File: src/rtl/parent_linked_key_table_macros.svh
// Assertion macros for the parent linked key table.
// Depends on clk_i and rst_ni being visible where the macros are used.
`ifndef PARENT_LINKED_KEY_TABLE_MACROS_SVH
`define PARENT_LINKED_KEY_TABLE_MACROS_SVH
`ifndef ASSERT_OFF
// Checked only outside reset.
`define PLKT_ASSERT(lbl, prop) \
  lbl: assert property (@(posedge clk_i) disable iff (!rst_ni) prop) \
    else $error("plkt assertion failed");
// Checked at every clock edge, reset included.
`define PLKT_ASSERT_ALWAYS(lbl, prop) \
  lbl: assert property (@(posedge clk_i) prop) \
    else $error("plkt assertion failed");
`else
`define PLKT_ASSERT(lbl, prop)
`define PLKT_ASSERT_ALWAYS(lbl, prop)
`endif
`endif

File: src/rtl/plkt_pkg.sv
// Shared types and constants of the parent linked key table.
// Stands alone; used by parent_linked_key_table.
package plkt_pkg;

  localparam int unsigned DepthDefault = 16;
  localparam logic [4:0]  CapReset     = 5'd16;

  typedef enum logic [1:0] {
    OP_ADD     = 2'd0,
    OP_DELETE  = 2'd1,
    OP_FIND    = 2'd2,
    OP_COMPACT = 2'd3
  } op_e;

  typedef enum logic [2:0] {
    ST_OK       = 3'd0,
    ST_DUP      = 3'd1,
    ST_FULL     = 3'd2,
    ST_NOPARENT = 3'd3,
    ST_NOTFOUND = 3'd4,
    ST_EMPTY    = 3'd5
  } status_e;

  typedef enum logic [2:0] {
    S_IDLE,
    S_SCAN,
    S_CLEAR,
    S_PACK,
    S_FINISH
  } state_e;

  // One word of the entry memory.
  typedef struct packed {
    logic        live;
    logic [31:0] parent;
    logic [31:0] key;
    logic [31:0] data;
  } entry_t;

endpackage

File: src/rtl/parent_linked_key_table.sv
// Parent linked key table: a keyed table held in one entry memory; adds append at the end.
// A delete of a live key takes two passes over the slots (a scan, then a clear); add, find,
// compact and a missed delete take one. On an empty table delete and compact skip the pass.
// Each pass reads one slot a cycle. One command at a time: the next beat is taken in the
// cycle after the result is loaded; a waiting result holds the next.
// Reset (rst_ni, asynchronous, active low) clears control and slot count, capacity to 16.
`include "parent_linked_key_table_macros.svh"

module parent_linked_key_table #(
  parameter int unsigned DEPTH = plkt_pkg::DepthDefault
) (
  input  logic         clk_i,
  input  logic         rst_ni,
  // Command stream.
  input  logic         s_axis_tvalid,
  output logic         s_axis_tready,
  input  logic [95:0]  s_axis_tdata,   // key [31:0], parent_key [63:32], payload [95:64]
  input  logic [1:0]   s_axis_tuser,   // op [1:0]
  // Result stream.
  output logic         m_axis_tvalid,
  input  logic         m_axis_tready,
  output logic [39:0]  m_axis_tdata,   // found_payload [31:0], slots_used [36:32], zero pad
  output logic [2:0]   m_axis_tuser,   // status [2:0]
  // Configuration port.
  input  logic         psel,
  input  logic         penable,
  input  logic         pwrite,
  input  logic [2:0]   paddr,
  input  logic [31:0]  pwdata,
  output logic [31:0]  prdata,
  output logic         pready
);

  // Slot index width and slot count width (the count can hold DEPTH itself).
  localparam int unsigned IW = (DEPTH > 1) ? $clog2(DEPTH) : 1;
  localparam int unsigned CW = $clog2(DEPTH + 1);

  // ---------------------------------------------------------------------------
  // Configuration: a single capacity register, decoded at addresses 0 to 3 (paddr[2] low).
  // ---------------------------------------------------------------------------
  logic [4:0] cap_q;
  logic       cfg_wr;

  assign pready = 1'b1;
  assign cfg_wr = psel && penable && pwrite && pready && !paddr[2];
  assign prdata = !paddr[2] ? {27'd0, cap_q} : 32'd0;

  always_ff @(posedge clk_i or negedge rst_ni) begin
    if (!rst_ni) begin
      cap_q <= plkt_pkg::CapReset;
    end else if (cfg_wr) begin
      cap_q <= pwdata[4:0];
    end
  end

  // ---------------------------------------------------------------------------
  // Entry memory: one write port, one read port with registered read data.
  // Only slots below the slot count are ever read, and each of them has been
  // written by an add or a compact, so the memory needs no clearing.
  // ---------------------------------------------------------------------------
  plkt_pkg::entry_t mem [DEPTH];
  plkt_pkg::entry_t rd_data_q;
  logic             mem_we;
  logic [IW-1:0]    mem_waddr;
  plkt_pkg::entry_t mem_wdata;
  logic             mem_re;
  logic [IW-1:0]    mem_raddr;

  always_ff @(posedge clk_i) begin
    if (mem_we) begin
      mem[mem_waddr] <= mem_wdata;
    end
    if (mem_re) begin
      rd_data_q <= mem[mem_raddr];
    end
  end

  // ---------------------------------------------------------------------------
  // Control and datapath registers.
  // ---------------------------------------------------------------------------
  plkt_pkg::state_e  state_q, state_d;
  logic [CW-1:0]     used_q, used_d;
  logic [CW-1:0]     rd_cnt_q, rd_cnt_d;     // next slot to read in a pass
  logic              pend_q, pend_d;         // read data for pidx_q arrives
  logic [IW-1:0]     pidx_q, pidx_d;
  logic [CW-1:0]     wp_q, wp_d;             // compaction write pointer
  logic              hit_q, hit_d;           // key found live
  logic [IW-1:0]     hit_idx_q, hit_idx_d;
  logic [31:0]       hit_data_q, hit_data_d;
  logic              par_q, par_d;           // parent key found live
  plkt_pkg::op_e     cmd_op_q, cmd_op_d;
  logic [31:0]       cmd_key_q, cmd_key_d;
  logic [31:0]       cmd_par_q, cmd_par_d;
  logic [31:0]       cmd_pay_q, cmd_pay_d;
  plkt_pkg::status_e res_status_q, res_status_d;
  logic [31:0]       res_pay_q, res_pay_d;
  logic              m_valid_q, m_valid_d;
  plkt_pkg::status_e m_status_q, m_status_d;
  logic [31:0]       m_pay_q, m_pay_d;
  logic [4:0]        m_used_q, m_used_d;

  logic scanning;
  logic scan_done;
  logic is_full;

  // The table is full once the count reaches capacity, saturated to DEPTH.
  assign is_full = (32'(used_q) >= 32'(cap_q)) || (32'(used_q) >= 32'(DEPTH));

  assign s_axis_tready = (state_q == plkt_pkg::S_IDLE);
  assign m_axis_tvalid = m_valid_q;
  assign m_axis_tdata  = {3'd0, m_used_q, m_pay_q};
  assign m_axis_tuser  = m_status_q;

  always_ff @(posedge clk_i or negedge rst_ni) begin
    if (!rst_ni) begin
      state_q   <= plkt_pkg::S_IDLE;
      used_q    <= '0;
      rd_cnt_q  <= '0;
      pend_q    <= 1'b0;
      wp_q      <= '0;
      hit_q     <= 1'b0;
      par_q     <= 1'b0;
      m_valid_q <= 1'b0;
    end else begin
      state_q   <= state_d;
      used_q    <= used_d;
      rd_cnt_q  <= rd_cnt_d;
      pend_q    <= pend_d;
      wp_q      <= wp_d;
      hit_q     <= hit_d;
      par_q     <= par_d;
      m_valid_q <= m_valid_d;
    end
  end

  always_ff @(posedge clk_i) begin
    pidx_q       <= pidx_d;
    hit_idx_q    <= hit_idx_d;
    hit_data_q   <= hit_data_d;
    cmd_op_q     <= cmd_op_d;
    cmd_key_q    <= cmd_key_d;
    cmd_par_q    <= cmd_par_d;
    cmd_pay_q    <= cmd_pay_d;
    res_status_q <= res_status_d;
    res_pay_q    <= res_pay_d;
    m_status_q   <= m_status_d;
    m_pay_q      <= m_pay_d;
    m_used_q     <= m_used_d;
  end

  // ---------------------------------------------------------------------------
  // Sequencer. Every pass walks slots 0 to used-1 through the read port; the
  // data of one slot is handled in the cycle after its read was issued. Writes
  // only go to slots already read or beyond used-1, so no pass reads a stale word.
  // ---------------------------------------------------------------------------
  always_comb begin
    state_d      = state_q;
    used_d       = used_q;
    rd_cnt_d     = rd_cnt_q;
    pend_d       = 1'b0;
    pidx_d       = pidx_q;
    wp_d         = wp_q;
    hit_d        = hit_q;
    hit_idx_d    = hit_idx_q;
    hit_data_d   = hit_data_q;
    par_d        = par_q;
    cmd_op_d     = cmd_op_q;
    cmd_key_d    = cmd_key_q;
    cmd_par_d    = cmd_par_q;
    cmd_pay_d    = cmd_pay_q;
    res_status_d = res_status_q;
    res_pay_d    = res_pay_q;
    m_valid_d    = m_valid_q;
    m_status_d   = m_status_q;
    m_pay_d      = m_pay_q;
    m_used_d     = m_used_q;
    mem_we       = 1'b0;
    mem_waddr    = pidx_q;
    mem_wdata    = rd_data_q;
    mem_re       = 1'b0;
    mem_raddr    = rd_cnt_q[IW-1:0];

    if (m_valid_q && m_axis_tready) begin
      m_valid_d = 1'b0;
    end

    // Read issue, shared by all three passes.
    scanning  = (state_q == plkt_pkg::S_SCAN) || (state_q == plkt_pkg::S_CLEAR) ||
                (state_q == plkt_pkg::S_PACK);
    scan_done = scanning && (rd_cnt_q == used_q) && !pend_q;
    if (scanning && (rd_cnt_q < used_q)) begin
      mem_re   = 1'b1;
      rd_cnt_d = rd_cnt_q + CW'(1);
      pend_d   = 1'b1;
      pidx_d   = rd_cnt_q[IW-1:0];
    end

    case (state_q)
      plkt_pkg::S_IDLE: begin
        if (s_axis_tvalid) begin
          cmd_op_d     = plkt_pkg::op_e'(s_axis_tuser);
          cmd_key_d    = s_axis_tdata[31:0];
          cmd_par_d    = s_axis_tdata[63:32];
          cmd_pay_d    = s_axis_tdata[95:64];
          hit_d        = 1'b0;
          par_d        = 1'b0;
          rd_cnt_d     = '0;
          wp_d         = '0;
          res_pay_d    = '0;
          res_status_d = plkt_pkg::ST_OK;
          case (plkt_pkg::op_e'(s_axis_tuser))
            plkt_pkg::OP_ADD, plkt_pkg::OP_FIND: begin
              state_d = plkt_pkg::S_SCAN;
            end
            plkt_pkg::OP_DELETE: begin
              if (used_q == '0) begin
                res_status_d = plkt_pkg::ST_EMPTY;
                state_d      = plkt_pkg::S_FINISH;
              end else begin
                state_d = plkt_pkg::S_SCAN;
              end
            end
            default: begin
              if (used_q == '0) begin
                res_status_d = plkt_pkg::ST_EMPTY;
                state_d      = plkt_pkg::S_FINISH;
              end else begin
                state_d = plkt_pkg::S_PACK;
              end
            end
          endcase
        end
      end

      plkt_pkg::S_SCAN: begin
        // Look for the command key and the parent key among live slots.
        if (pend_q && rd_data_q.live) begin
          if (rd_data_q.key == cmd_key_q && !hit_q) begin
            hit_d      = 1'b1;
            hit_idx_d  = pidx_q;
            hit_data_d = rd_data_q.data;
          end
          if (rd_data_q.key == cmd_par_q) begin
            par_d = 1'b1;
          end
        end
        if (scan_done) begin
          state_d = plkt_pkg::S_FINISH;
          case (cmd_op_q)
            plkt_pkg::OP_ADD: begin
              if (hit_q) begin
                res_status_d = plkt_pkg::ST_DUP;
              end else if (cmd_par_q != '0 && !par_q) begin
                res_status_d = plkt_pkg::ST_NOPARENT;
              end else if (is_full) begin
                res_status_d = plkt_pkg::ST_FULL;
              end else begin
                mem_we           = 1'b1;
                mem_waddr        = used_q[IW-1:0];
                mem_wdata.live   = 1'b1;
                mem_wdata.parent = cmd_par_q;
                mem_wdata.key    = cmd_key_q;
                mem_wdata.data   = cmd_pay_q;
                used_d           = used_q + CW'(1);
              end
            end
            plkt_pkg::OP_FIND: begin
              if (hit_q) begin
                res_pay_d = hit_data_q;
              end else begin
                res_status_d = plkt_pkg::ST_NOTFOUND;
              end
            end
            plkt_pkg::OP_DELETE: begin
              if (hit_q) begin
                rd_cnt_d = '0;
                state_d  = plkt_pkg::S_CLEAR;
              end else begin
                res_status_d = plkt_pkg::ST_NOTFOUND;
              end
            end
            default: begin
              state_d = plkt_pkg::S_FINISH;
            end
          endcase
        end
      end

      plkt_pkg::S_CLEAR: begin
        // Drop the found slot and every direct child; a zero key has none.
        if (pend_q && ((pidx_q == hit_idx_q) ||
                       (cmd_key_q != '0 && rd_data_q.parent == cmd_key_q))) begin
          mem_we         = 1'b1;
          mem_waddr      = pidx_q;
          mem_wdata      = rd_data_q;
          mem_wdata.live = 1'b0;
        end
        if (scan_done) begin
          state_d = plkt_pkg::S_FINISH;
        end
      end

      plkt_pkg::S_PACK: begin
        // Live slots move down to the write pointer, order kept.
        if (pend_q && rd_data_q.live) begin
          mem_we    = 1'b1;
          mem_waddr = wp_q[IW-1:0];
          mem_wdata = rd_data_q;
          wp_d      = wp_q + CW'(1);
        end
        if (scan_done) begin
          used_d  = wp_q;
          state_d = plkt_pkg::S_FINISH;
        end
      end

      plkt_pkg::S_FINISH: begin
        if (!m_valid_q || m_axis_tready) begin
          m_valid_d  = 1'b1;
          m_status_d = res_status_q;
          m_pay_d    = res_pay_q;
          m_used_d   = 5'(used_q);
          state_d    = plkt_pkg::S_IDLE;
        end
      end

      default: begin
        state_d = plkt_pkg::S_IDLE;
      end
    endcase
  end

  // ---------------------------------------------------------------------------
  // Assertions.
  // ---------------------------------------------------------------------------
  // The slot count never goes past the table depth.
  `PLKT_ASSERT_ALWAYS(a_used_bound, (used_q <= CW'(DEPTH)))
  // Nothing is written to the table while no command is in work.
  `PLKT_ASSERT(a_no_idle_write, (state_q == plkt_pkg::S_IDLE) |-> !mem_we)
  // Compaction never writes ahead of what it has already read.
  `PLKT_ASSERT(a_pack_order, (state_q == plkt_pkg::S_PACK) |-> (wp_q <= rd_cnt_q))
  // A command starts with no read data outstanding from an earlier pass.
  `PLKT_ASSERT(a_accept_clean, (s_axis_tvalid && s_axis_tready) |=> !pend_q)

endmodule

File: config.mk
export PLATFORM = sky130hd
export DESIGN_NAME = parent_linked_key_table
export DESIGN_NICKNAME = d
export VERILOG_FILES = /design/src/rtl/plkt_pkg.sv /design/src/rtl/parent_linked_key_table.sv
export VERILOG_INCLUDE_DIRS = /design/src /design/src/rtl
export SDC_FILE = /design/constraint.sdc
export NUM_CORES = 2
export LEC_CHECK = 0
export BUFFER_PORTS_ARGS = -buffer_cell sky130_fd_sc_hd__buf_2
export CORE_MARGIN = 4
export CORE_UTILIZATION = 30
export DETAILED_ROUTE_END_ITERATION = 8
export PLACE_DENSITY_LB_ADDON = 0.08
export SLEW_MARGIN = 30
export SYNTH_ARGS = -nofsm -noshare
export SYNTH_HDL_FRONTEND = slang
export SYNTH_SLANG_ARGS = --single-unit
File: constraint.sdc
create_clock -name clk_i -period 8.3 [get_ports clk_i]
set_clock_uncertainty 0.05 [all_clocks]
set_input_delay 0.83 -clock clk_i [delete_from_list [all_inputs] [get_ports clk_i]]
set_output_delay 0.83 -clock clk_i [all_outputs]
set_load 0.02 [all_outputs]
==> results.ini <==
[min_path]
hp-start = s_axis_tdata[67]
worstHoldPathCells = 1
hp-class = in -> reg
min_to = cmd_pay_q[3]$_DFFE_PP_

[worst_setup_path]
cp_common_cell = buf_4
crit_fanout = 36
critPathKind = reg -> reg
worstSetupStartpointType = flop
cp_cell_sequence = inv_1, ha_1, nand4b_4, a2111o_1, or4_1, o21ba_1, a222oi_1, nand2_1, nor2_4, buf_4, buf_4
r2r-end = mem[1][73]$_DFFE_PP_
max_stage_delay_ns = 0.80
cp.required_ns = 8.73
critPathSlowestCell = dfrtp_4
cp.arrival_ns = 6.18
ff2ff_path_depth = 11
cp-end-kind = flop
reg2reg_slack_ns = 2.55
reg2reg_from = rd_cnt_q[0]$_DFF_PN0_

[cts]
cts_root_buffer = clkbuf_16
cts_buffers = 211
cts.path.max_buffers = 3
cts_tree = done
cts_max_level = 4
cts_setup_buffers = 0
path_clk_slew_ns = 0.06
clk_latency_ns = 0.87
clock_sinks = 1889

[drt]
vias = 37500
drt_iter0_drc = 2732
dr.pass1.iters = 5
vias_per_cell = 4.92
wl_per_cell_um = 28.9
postRouteAntennaNets = 0
routed_wl_um = 220000
drc_errors = 0

[placed_design]
dpl.cell_count = 7229
hpwl_um = 117000
port_buffers = 157
gp_congestion = 0.742
postPlaceCellArea_um2 = 78400
pre_cts_ws_ns = 2.51

[sta]
slew_headroom = 0.316
worst_slew_pin_slew_ns = 1.03
setup_tns_ns = 0
maxClockFrequency_mhz = 174
report.final.hold_viol_count = 0
period_minus_slack_ns = 5.75
setup_viol = 0
finalWorstSetupSlack_ns = 2.55
drv_slew = 0
fin_crit_sh = 0.693
holdWs_ns = 0.0954
rsz0062_at_grt = no

[yosys]
synthDistinctLibCells = 56
netlist_instances = 3981
ys_async_sr_fraction = 0.0143
synth_top_area_frac = 0.763
yosys.area.top_type = edfxtp_1
seq_area_frac_synth = 0.773
ys_ff_latch = 1889
synth_ff_type = edfxtp_1
synth_edf_count = 1862
ys_top_cells_by_area = edfxtp_1 76%, mux4_2 6.0%, mux2i_1 4.0%
yosys_warnings = 0
syn_area_per_cell_um2 = 18.4
syn-cell-area_um2 = 73200

[floorplanning]
die_w_um = 502
boundaryPins = 218
rows = 181
fp.coreArea_um2 = 243000
die-height_um = 502
dieArea_um2 = 252000
initial_core_util = 0.301

[final_layout]
nets = 4413
syn_to_final_growth_pct = 16.2
fillers = 22900
fin_cells = 7636
final_cell_area_um2 = 85100
utilization = 0.350
drive_gt1_frac = 0.192
regArea_um2 = 56600
multi_input_area_um2 = 15900

[power]
power.leakage_nw = 27.2
power_mw = 25.3
ir_drop_mv = 0.217
powerDensity_nw_per_um2 = 297

[global_routing]
grtUsageTotal = 0.173
gr-total-overflow = 0
grt_pass1_wl_um = 308000
antenna_found_initial = 4
grt_max_degree = 110
grt_pass1_vias = 38400

[job]
cap_violations = 0

[outcome]
status = complete, no violations

-- synth_stat cells, drive strengths merged (89+ instances only) --
cell type  instances
a21oi            109
a221oi            99
a22oi             98
buf               92
clkbuf           132
edfxtp          1862
mux2             103
mux2i            293
mux4             194
nand2            411
o21ai            206
xor2              89
-- repair_timing --
item,in CTS,in global routing
endpoints found under the hold margin,39,0
gates resized for setup,0,0
hold buffers,14,0
-- area by class of cell --
cell class / count / share of cell area
Multi-Input combinational cell: 1879 / 0.187
Clock inverter: 123 / 0.0117
Tap cell: 3202 / 0.0471
Sequential cell: 1889 / 0.665
Clock buffer: 266 / 0.0652
Antenna cell: 2 / 0.0000588
Timing Repair Buffer: 257 / 0.0234
Inverter: 18 / 0.000911
-- worst max-delay path by stage --
stage                                from                   end  slack, ns  cells after the start
floorplan           rd_cnt_q[0]$_DFF_PN0_   mem[5][0]$_DFFE_PP_       0.11                     13
global placement    rd_cnt_q[0]$_DFF_PN0_  mem[9][45]$_DFFE_PP_       2.54                     11
detailed placement  rd_cnt_q[0]$_DFF_PN0_  mem[9][40]$_DFFE_PP_       2.51                     11
CTS                 rd_cnt_q[0]$_DFF_PN0_  mem[9][40]$_DFFE_PP_       2.40                     11
global route        rd_cnt_q[0]$_DFF_PN0_  mem[9][40]$_DFFE_PP_       2.24                     11
finish              rd_cnt_q[0]$_DFF_PN0_  mem[1][73]$_DFFE_PP_       2.55                     11
-- routing by layer --
metal | wire [um] | share of wire | vias up | global-route usage
li1 | - | - | 16400 | -
met1 | 101000 | 0.46 | 20100 | 0.240
met2 | 108000 | 0.49 | 731 | 0.291
met3 | 7300 | 0.033 | 254 | 0.0217
met4 | 4410 | 0.020 | 0 | 0.0413
met5 | 0 | 0 | - | 0
-- cells in the final DEF, fill, tap and decap left out, types with 8 or more instances in the layout --
master / instances
buf_2: 157
nor2_1: 31
edfxtp_1: 1862
clkinv_16: 8
bufinv_16: 8
clkinv_2: 32
clkbuf_16: 212
clkinv_1: 64
buf_4: 56
xor2_1: 89
clkbuf_1: 50
and3_1: 34
mux2_2: 103
inv_1: 15
xnor2_1: 18
a22oi_1: 98
nor4_1: 37
mux4_2: 194
ha_1: 17
buf_12: 22
nand4_1: 13
nand2_1: 410
nor2_4: 16
mux2i_1: 293
nand3_1: 17
a221oi_1: 99
conb_1: 31
a21oi_1: 108
dlygate4sd3_1: 14
dfrtp_1: 22
o21ai_0: 206
-- kinds of logic after synthesis --
family	after synthesis	synth area share
DFF	1889	0.773
xor gates and xnor gates	107	0.0128
other	2	0.000103
and+or+nand+nor	599	0.0356
buffers and inverters	242	0.0144
adders and majority gates	17	0.00290
AOI/OAI and AO/OA	535	0.0461
muxes	590	0.116
-- state kept, by name, summed over array words and instances, names as in the netlist, 4 cells and up --
signal	count
cmd_par_q	32
hit_data_q	32
rd_cnt_q	5
used_q	5
pidx_q	4
mem	1552
rd_data_q	97
cmd_pay_q	32
wp_q	5
hit_idx_q	4
cmd_key_q	32
m_used_q	5
cap_q	5
m_pay_q	32
res_pay_q	32
-- critical path: cells and delay by family, from the launching register on --
| kind | cells | cell delay (ns) |
|---|---|---|
| buffers and inverters | 3 | 1.56 |
| adder cells (fa/ha/maj) | 1 | 0.36 |
| flip-flops | 1 | 0.80 |
| AND/OR/NAND/NOR | 4 | 1.20 |
| AO/OA/AOI/OAI | 3 | 1.27 |
-- power by group --
part / internal [mW] / switching [mW] / total, mW
registers: 11.8 / 0.521 / 12.3
clock network: 4.98 / 3.87 / 8.85
logic: 1.45 / 2.68 / 4.13
total: 18.2 / 7.07 / 25.3
Power figures use the tool's default switching activity.
